$ cat config.mk
export PLATFORM = sky130hd
export DESIGN_NAME = pftr_ctrl
export DESIGN_NICKNAME = d
export VERILOG_FILES = /design/src/hdl/pftr_pkg.sv /design/src/hdl/pftr_ctrl.sv
export SDC_FILE = /design/constraint.sdc
export NUM_CORES = 1
export LEC_CHECK = 0
export BUFFER_PORTS_ARGS = -buffer_cell sky130_fd_sc_hd__buf_4
export CAP_MARGIN = 20
export CORE_AREA = 2 2 39 41
export CTS_CLUSTER_SIZE = 16
export DETAILED_ROUTE_END_ITERATION = 8
export DIE_AREA = 0 0 41 43
export GPL_TIMING_DRIVEN = 0
export PLACE_DENSITY_LB_ADDON = 0.12
export SLEW_MARGIN = 15
export SYNTH_ARGS = -nofsm -noshare
export SYNTH_HDL_FRONTEND = slang
export SYNTH_SLANG_ARGS = --single-unit
export TNS_END_PERCENT = 5
$ cat constraint.sdc
create_clock -name clk_i -period 2 [get_ports clk_i]
set_clock_uncertainty 0.2 [all_clocks]
set_input_delay 0.5 -clock clk_i [delete_from_list [all_inputs] [get_ports clk_i]]
set_output_delay 0.5 -clock clk_i [all_outputs]
set_load 0.02 [all_outputs]
$ cat src/hdl/pftr_pkg.sv
`default_nettype none

package pftr_pkg;

  // Default display geometry in pixels
  localparam int DISPLAY_WIDTH_DEF  = 128;
  localparam int DISPLAY_HEIGHT_DEF = 64;

  // Request codes
  localparam logic [2:0] REQ_CURSOR = 3'd0;
  localparam logic [2:0] REQ_PIXEL  = 3'd1;
  localparam logic [2:0] REQ_GLYPH  = 3'd2;
  localparam logic [2:0] REQ_FILL   = 3'd3;
  localparam logic [2:0] REQ_READ   = 3'd4;

  // Configuration register indexes
  localparam logic CFG_GLYPH_WIDTH  = 1'b0;
  localparam logic CFG_GLYPH_HEIGHT = 1'b1;

  // Configuration reset values
  localparam logic [4:0] GLYPH_WIDTH_RST  = 5'd7;
  localparam logic [5:0] GLYPH_HEIGHT_RST = 6'd10;

  // Printable character range
  localparam logic [7:0] FIRST_CHAR = 8'd32;
  localparam logic [7:0] LAST_CHAR  = 8'd126;

  // Commands from the controller to the datapath
  typedef struct packed {
    logic load;     // latch the request fields
    logic set_cur;  // load the cursor from the request ports
    logic pix_rd;   // read the byte under the pixel, write it back next cycle
    logic gly_rd;   // read the byte under the current glyph column, advance column
    logic gly_chk;  // record the glyph reject flag
    logic adv;      // advance the cursor on the last glyph row
    logic byte_rd;  // read one byte for the result
    logic sw_clr;   // restart the sweep address
    logic sw_wr;    // write the sweep byte and advance
    logic sw_fill;  // sweep writes the fill color instead of zero
  } ctrl_cmd_t;

  // Status from the datapath to the controller
  typedef struct packed {
    logic glyph_bad;
    logic gw_zero;
    logic col_last;
    logic sw_last;
  } dp_stat_t;

endpackage

`default_nettype wire

$ cat src/hdl/pftr_ctrl.sv
`default_nettype none

module pftr_ctrl
  import pftr_pkg::*;
(
  input  wire logic       clk_i,
  input  wire logic       rst_ni,
  input  wire logic       start_i,
  input  wire logic [2:0] req_type_i,
  input  wire dp_stat_t   stat_i,
  output ctrl_cmd_t       cmd_o,
  output logic            busy_o,
  output logic            done_o
);

  localparam logic [2:0] ST_CLR   = 3'd0;
  localparam logic [2:0] ST_IDLE  = 3'd1;
  localparam logic [2:0] ST_PIX   = 3'd2;
  localparam logic [2:0] ST_GCHK  = 3'd3;
  localparam logic [2:0] ST_GRUN  = 3'd4;
  localparam logic [2:0] ST_RBYTE = 3'd5;
  localparam logic [2:0] ST_FILL  = 3'd6;
  localparam logic [2:0] ST_DONE  = 3'd7;

  logic [2:0] state_q, state_d;

  // Sequence one request
  always_comb begin
    state_d = state_q;
    cmd_o   = '0;
    unique case (state_q)
      ST_CLR: begin
        cmd_o.sw_wr = 1'b1;
        if (stat_i.sw_last) state_d = ST_IDLE;
      end
      ST_IDLE: begin
        if (start_i) begin
          cmd_o.load = 1'b1;
          unique case (req_type_i)
            REQ_CURSOR: begin
              cmd_o.set_cur = 1'b1;
              state_d       = ST_DONE;
            end
            REQ_PIXEL: state_d = ST_PIX;
            REQ_GLYPH: state_d = ST_GCHK;
            REQ_FILL: begin
              cmd_o.sw_clr = 1'b1;
              state_d      = ST_FILL;
            end
            REQ_READ: state_d = ST_RBYTE;
            default:  state_d = ST_DONE;
          endcase
        end
      end
      ST_PIX: begin
        cmd_o.pix_rd = 1'b1;
        state_d      = ST_DONE;
      end
      ST_GCHK: begin
        cmd_o.gly_chk = 1'b1;
        if (stat_i.glyph_bad || stat_i.gw_zero) state_d = ST_DONE;
        else state_d = ST_GRUN;
      end
      ST_GRUN: begin
        cmd_o.gly_rd = 1'b1;
        if (stat_i.col_last) begin
          cmd_o.adv = 1'b1;
          state_d   = ST_DONE;
        end
      end
      ST_RBYTE: begin
        cmd_o.byte_rd = 1'b1;
        state_d       = ST_DONE;
      end
      ST_FILL: begin
        cmd_o.sw_wr   = 1'b1;
        cmd_o.sw_fill = 1'b1;
        if (stat_i.sw_last) state_d = ST_DONE;
      end
      ST_DONE: state_d = ST_IDLE;
      default: state_d = ST_IDLE;
    endcase
  end

  always_ff @(posedge clk_i or negedge rst_ni) begin
    if (!rst_ni) state_q <= ST_CLR;
    else state_q <= state_d;
  end

  assign busy_o = (state_q != ST_IDLE);
  assign done_o = (state_q == ST_DONE);

endmodule

`default_nettype wire

==> impl_metrics.py, run 1 <==
metrics = {
    "timing": {
        "layout_setup_ws_ns": -0.1345,
        "setup_viol": 5,
        "hold_viol": 0,
        "slew_headroom_pct": 77.68,
        "rsz0062_at_grt": "yes",
        "fin_crit_sh_pct": 106.7,
        "clock.fmax_mhz": 468.5,
        "tightest_slew_ns": 0.3301,
        "drv_slew": 0,
        "period_needed_ns": 2.134,
    },
    "die": {
        "die_w_um": 41,
        "io_pins": 22,
        "fp-row-count": 14,
        "die_h_um": 43,
        "start_util_pct": 24.77,
        "dieArea_mm2": 0.001763,
        "core_mm2": 0.001384,
    },
    "layout": {
        "drive_gt1_share_pct": 56.94,
        "fillCellCount": 147,
        "largest_reg_flops": 3,
        "diodes": 0,
        "regArea_um2": 76.32,
        "top_regs": "state_q (3)",
        "multi_input_comb_area_um2": 251.5,
        "largest_register": "state_q",
        "final_nets": 83,
        "syn_to_final_growth_pct": 83.58,
        "final_cells": 88,
    },
    "placed_design": {
        "port_buffers": 21,
        "gp_congestion": 0.7162,
        "place_hpwl_um": 659.4,
        "placed_cells": 78,
    },
    "power_and_ir_drop": {
        "pwr-share-clk_pct": 12.6,
        "ir_drop_mv": 0.5305,
        "internal_power_mw": 0.4824,
        "power.leakage_nw": 0.3006,
        "combPwrFrac_pct": 71.5,
        "total_power_mw": 0.8469,
        "p_sw_share_pct": 43.04,
        "seqPwrFrac_pct": 16.0,
        "power_density_mw_per_mm2": 1346,
        "p_switching_mw": 0.3645,
    },
    "cts": {
        "tritoncts": "yes",
        "htreeDepth": 1,
        "cts.sinks": 3,
        "cts_made_buffers": 3,
        "cts-root-buf": "clkbuf_4",
        "clock_latency_ns": 0.23,
        "clock_path_buffers": 2,
        "path_clk_slew_ns": 0.04,
    },
    "outcome": {
        "outcome": "complete, but fails checks",
        "failed_checks": "negative setup slack",
    },
    "grt": {
        "track_usage_pct": 11.81,
        "antenna_found_initial": 0,
        "gr-total-overflow": 0,
        "grt_max_degree": 11,
        "grt_pass1_vias": 364,
        "grt_pass1_wl_mm": 1.421,
    },
    "worst_setup_path": {
        "cpPeakStageDelay_ns": 0.39,
        "cp-start-kind": "flip-flop",
        "path_cells": "buf_6 > nor3b_4 > nand2_2 > and4bb_1 > buf_6",
        "cp_slowest_cell": "dfrtp_1",
        "r2r_cells": 4,
        "r2r-start": "state_q[0]$_DFFE_PN0P_",
        "r2r_setup_slack_ns": 0.43,
        "crit_type": "flip-flop to primary output",
        "r2r_end": "state_q[1]$_DFFE_PN0P_",
        "cp-end-kind": "primary output",
        "crit_fanout": 4,
        "arrival_ns": 1.43,
        "crit_top_cell": "buf_6",
        "crit_required_ns": 1.30,
    },
    "yosys": {
        "postSynthCellCount": 41,
        "yosysSeqAreaShare_pct": 21.90,
        "yosysUniqueCellTypes": 26,
        "syn_area_per_cell_um2": 8.362,
        "synth.net_count": 51,
        "syn_area_um2": 342.8,
        "synth-warning-count": 0,
        "synth_seq_cells": 3,
    },
    "routing": {
        "drc": 0,
        "ant_nets": 0,
        "vias": 395,
        "drt_pass1_iterations": 1,
        "wl_um": 908,
        "viasPerCell": 4.489,
        "drt_iter0_drc": 0,
        "routedWlPerCell_um": 10.32,
    },
    "worst_hold_path": {
        "hold_class": "input port to async pin",
    },
    "flow_run": {
        "drv_cap": 0,
    },
}
-- metrics by stage --
stage / util, % / hold WS, ns / worst slack, ns / setup TNS [ns] / cell area [um2]
after floorplan: - / 0.004409 / 0.05848 / 0 / 349.1
after detailed placement: 38.07 / 0.09044 / -0.06772 / -0.06772 / 526.8
after CTS: 45.21 / 0.3862 / -0.1536 / -0.4164 / 625.6
after global routing: 45.48 / 0.3941 / -0.2065 / -0.7735 / 629.4
final: 45.48 / 0.3915 / -0.1345 / -0.3176 / 629.4
after global placement: 38.07 / 0.08935 / -0.03455 / -0.03455 / 526.8
-- layout by cell type, fill, tap and decap left out --
master,n
a211oi_2,1
a21boi_0,1
a21oi_1,1
a21oi_2,1
a22o_1,1
and2_1,2
and2b_1,2
and3_1,1
and3b_1,1
and4bb_1,1
buf_2,1
buf_4,22
buf_6,6
clkbuf_1,1
clkbuf_4,3
dfrtp_1,2
dfrtp_2,1
dlygate4sd3_1,1
inv_2,2
mux2i_1,1
nand2_1,2
nand2_2,1
nand3b_1,2
nor2_1,4
nor3b_1,1
nor3b_4,1
nor4_1,1
nor4_2,1
nor4b_1,1
o211ai_1,2
o21ai_0,1
o221a_1,1
or2_2,1
xnor2_1,1
-- power by group through the flow --
stage | Combinational (mW) | Clock (mW) | Sequential [mW]
after global placement | 0.516 | 0 | 0.133
after global routing | 0.655 | 0.121 | 0.141
final | 0.605 | 0.106 | 0.135
after floorplan | 0.352 | 0 | 0.121
after detailed placement | 0.513 | 0 | 0.132
after CTS | 0.601 | 0.111 | 0.135
-- synthesized netlist by cell type --
master / n / area share (%)
a211oi_2: 1 / 3.6
buf_6: 2 / 6.6
and2_1: 2 / 3.6
and2b_1: 2 / 4.4
nor4b_1: 1 / 2.6
nor3b_2: 1 / 3.6
nor3b_1: 1 / 2.2
inv_1: 2 / 2.2
and3_1: 1 / 1.8
nor4_1: 2 / 3.6
nand3b_1: 2 / 4.4
a21boi_0: 1 / 2.2
xnor2_1: 1 / 2.6
nor2_1: 4 / 4.4
buf_2: 1 / 1.5
and3b_1: 1 / 2.6
dfrtp_1: 3 / 22
mux2i_1: 1 / 2.9
and4bb_1: 1 / 3.6
a22o_1: 1 / 2.6
nand2_1: 3 / 3.3
o221a_1: 1 / 3.3
o21ai_0: 1 / 1.5
o211ai_1: 2 / 4.4
or2_2: 1 / 1.8
a21oi_1: 2 / 2.9
-- metal layers --
layer  up-vias  wire, um  global-route usage [%]
met4         0         0                   10.00
met3         0        36                   1.571
met2         9       436                   16.25
met1       175       434                   15.29
met5         -         0                       0
li1        211         -                       -
-- timing repair --
| action | in CTS | in global routing |
|---|---|---|
| pin swaps | 3 | 0 |
| hold buffers | 1 | 0 |
| gates resized for setup | 8 | 2 |
| setup buffers | 5 | 0 |
| endpoints found under the hold margin | 3 | 0 |
| setup endpoints to repair | 6 | 10 |
-- logic make-up (layout without fill, tap and decap cells) --
family,after synthesis,in the layout,synth area share [%]
and+or+nand+nor,22,22,41.97
AOI/OAI and AO/OA,9,9,20.44
buffers and inverters,5,36,10.22
DFF,3,3,21.90
xor gates and xnor gates,1,1,2.555
muxes,1,1,2.920
-- critical path, delay by kind of cell (launching register included) --
| family | cells | cell delay [ns] |
|---|---|---|
| simple gates | 3 | 0.56 |
| flops | 1 | 0.39 |
| buf+inv | 2 | 0.26 |
-- final cells by class --
class	count	area share, %
Multi-Input combinational cell	33	39.96
Sequential cell	3	12.13
Inverter	2	1.193
Tap cell	16	3.181
Clock buffer	4	4.175
Timing Repair Buffer	27	34.99
Buffer	3	4.374
-- how the worst max path moves through the flow --
stage                           start        to  slack (ns)  cells past startpoint
2_1_floorplan  state_q[2]$_DFFE_PN0P_  cmd_o[8]        0.06                      4
3_3_place_gp   state_q[2]$_DFFE_PN0P_  cmd_o[2]       -0.03                      5
3_5_place_dp   state_q[2]$_DFFE_PN0P_  cmd_o[2]       -0.07                      5
4_1_cts        state_q[2]$_DFFE_PN0P_  cmd_o[2]       -0.15                      5
5_1_grt        state_q[2]$_DFFE_PN0P_  cmd_o[2]       -0.21                      5
6_report       state_q[2]$_DFFE_PN0P_  cmd_o[2]       -0.13                      5
Note: power is estimated with default switching activity, not from simulation.
==> run 2, diff against run 1 <==
--- a/config.mk
+++ b/config.mk
@@ -13,6 +13,7 @@
 export DIE_AREA = 0 0 41 43
 export GPL_TIMING_DRIVEN = 0
 export PLACE_DENSITY_LB_ADDON = 0.12
+export REMOVE_ABC_BUFFERS = 1
 export SLEW_MARGIN = 15
 export SYNTH_ARGS = -nofsm -noshare
 export SYNTH_HDL_FRONTEND = slang
==> impl_metrics.py, run 2 (same netlist as run 1, synthesis figures left out) <==
metrics = {
    "outcome": {
        "outcome": "complete, but fails checks",
        "failed_checks": "negative setup slack",
    },
    "routing": {
        "drt_iter0_drc": 4,
        "drc": 0,
        "ant_nets": 0,
        "vias": 407,
        "routedWlPerCell_um": 11.48,
        "drt_pass1_iterations": 2,
        "wl_mm": 1.010,
        "viasPerCell": 4.625,
    },
    "die": {
        "die_h_um": 43,
        "die_w_um": 41,
        "start_util_pct": 24.77,
        "io_pins": 22,
        "dieArea_mm2": 0.001763,
        "fp-row-count": 14,
        "core_mm2": 0.001384,
    },
    "worst_setup_path": {
        "r2r-start": "state_q[2]$_DFFE_PN0P_",
        "r2r_end": "state_q[1]$_DFFE_PN0P_",
        "crit_required_ns": 1.30,
        "r2r_setup_slack_ns": 0.36,
        "cp-end-kind": "primary output",
        "arrival_ns": 1.37,
        "cp-start-kind": "flip-flop",
        "cp_slowest_cell": "dfrtp_2",
        "r2r_cells": 4,
        "path_cells": "nor3b_4 > nand2_2 > and4bb_1 > buf_6",
        "crit_type": "flip-flop to primary output",
        "crit_fanout": 5,
        "cpPeakStageDelay_ns": 0.44,
    },
    "power_and_ir_drop": {
        "seqPwrFrac_pct": 16.1,
        "internal_power_mw": 0.4969,
        "power.leakage_nw": 0.2995,
        "ir_drop_mv": 0.3725,
        "pwr-share-clk_pct": 12.5,
        "p_switching_mw": 0.3737,
        "combPwrFrac_pct": 71.4,
        "p_sw_share_pct": 42.93,
        "power_density_mw_per_mm2": 1364,
    },
    "layout": {
        "mostFrequentLayoutCells": "buf_4, buf_6, nor2_1",
        "final_common_cell": "buf_4",
        "largest_register": "state_q",
        "diodes": 0,
        "fin_area_um2": 638.1,
        "syn_to_final_growth_pct": 86.13,
        "fillCellCount": 139,
        "final_nets": 83,
        "largest_reg_flops": 3,
        "top_regs": "state_q (3)",
        "drive_gt1_share_pct": 61.11,
        "final_util_pct": 46.11,
    },
    "cts": {
        "cts_made_buffers": 3,
        "htreeDepth": 1,
        "path_clk_slew_ns": 0.04,
        "cts-root-buf": "clkbuf_4",
        "clock_path_buffers": 2,
        "tritoncts": "yes",
        "clock_latency_ns": 0.23,
        "cts.sinks": 3,
    },
    "timing": {
        "tightest_slew_ns": 0.3439,
        "layout_setup_ws_ns": -0.07101,
        "hold_viol": 0,
        "slew_headroom_pct": 76.75,
        "fin_crit_sh_pct": 103.6,
        "drv_slew": 0,
        "finalSetupTns_ns": -0.09642,
        "rsz0062_at_grt": "yes",
        "clock.fmax_mhz": 482.9,
        "period_needed_ns": 2.071,
        "timing.hold.ws_ns": 0.3899,
        "setup_viol": 3,
    },
    "flow_run": {
        "drv_cap": 0,
    },
    "grt": {
        "grt_pass1_wl_mm": 1.587,
        "antenna_found_initial": 0,
        "grt_pass1_vias": 397,
        "gr-total-overflow": 0,
        "grt_max_degree": 11,
        "track_usage_pct": 13.35,
    },
    "worst_hold_path": {
        "hold_class": "input port to async pin",
    },
    "placed_design": {
        "postPlaceCellArea_um2": 493.0,
        "port_buffers": 21,
        "place_hpwl_um": 607.2,
        "gp_congestion": 0.6808,
    },
}
[run 2: what timing repair did]
| action | 4_1_cts | 5_1_grt |
|---|---|---|
| hold buffers | 1 | 0 |
| setup buffers | 8 | 0 |
| setup endpoints to repair | 8 | 7 |
| pin swaps | 4 | 0 |
| resized for setup | 7 | 9 |
| endpoints found under the hold margin | 3 | 0 |
[run 2: through the flow]
stage | setup WS, ns | power, mW | cells
floorplan | -0.1524 | 0.4238 | 38
global placement | -0.09050 | 0.5931 | 75
detailed placement | -0.07691 | 0.5882 | 75
CTS | -0.06816 | 0.8231 | 88
global route | -0.1542 | 0.9413 | 88
finish | -0.07101 | 0.8706 | 88
[run 2: cell type report]
| type | count | area (um2) | area share (%) |
|---|---|---|---|
| multi-input cells | 33 | 259.0 | 40.59 |
| well taps | 16 | 20.02 | 3.137 |
| flip-flops and latches | 3 | 78.83 | 12.35 |
| clock buffers | 4 | 26.28 | 4.118 |
| inverters | 2 | 7.507 | 1.176 |
| repair buffers | 30 | 246.5 | 38.63 |
[run 2: how the worst max path moves through the flow]
stage | from | to | slack (ns)
final | state_q[2]$_DFFE_PN0P_ | cmd_o[2] | -0.07
after global routing | state_q[2]$_DFFE_PN0P_ | cmd_o[2] | -0.15
after CTS | state_q[1]$_DFFE_PN0P_ | cmd_o[2] | -0.07
after detailed placement | state_q[0]$_DFFE_PN0P_ | cmd_o[2] | -0.08
after global placement | state_q[0]$_DFFE_PN0P_ | cmd_o[2] | -0.09
after floorplan | state_q[1]$_DFFE_PN0P_ | cmd_o[8] | -0.15
[run 2: metal layers]
metal | up-vias | track usage (%) | wire length (um)
met2 | 13 | 20.63 | 519
met5 | - | 0 | 0
met4 | 0 | 8.000 | 0
met3 | 0 | 2.618 | 53
met1 | 182 | 16.08 | 437
li1 | 212 | - | -
[run 2: power by group through the flow]
stage | Sequential, mW | Clock, mW | Combinational [mW]
3_5_place_dp | 0.185 | 0 | 0.403
6_report | 0.140 | 0.109 | 0.622
5_1_grt | 0.146 | 0.122 | 0.674
2_1_floorplan | 0.158 | 0 | 0.265
4_1_cts | 0.132 | 0.111 | 0.581
3_3_place_gp | 0.188 | 0 | 0.405
[run 2: worst max-delay path, delay by kind of cell (launching register included)]
kind	cells	cell delay [ns]
buffers and inverters	1	0.12
DFF	1	0.44
and+or+nand+nor	3	0.57
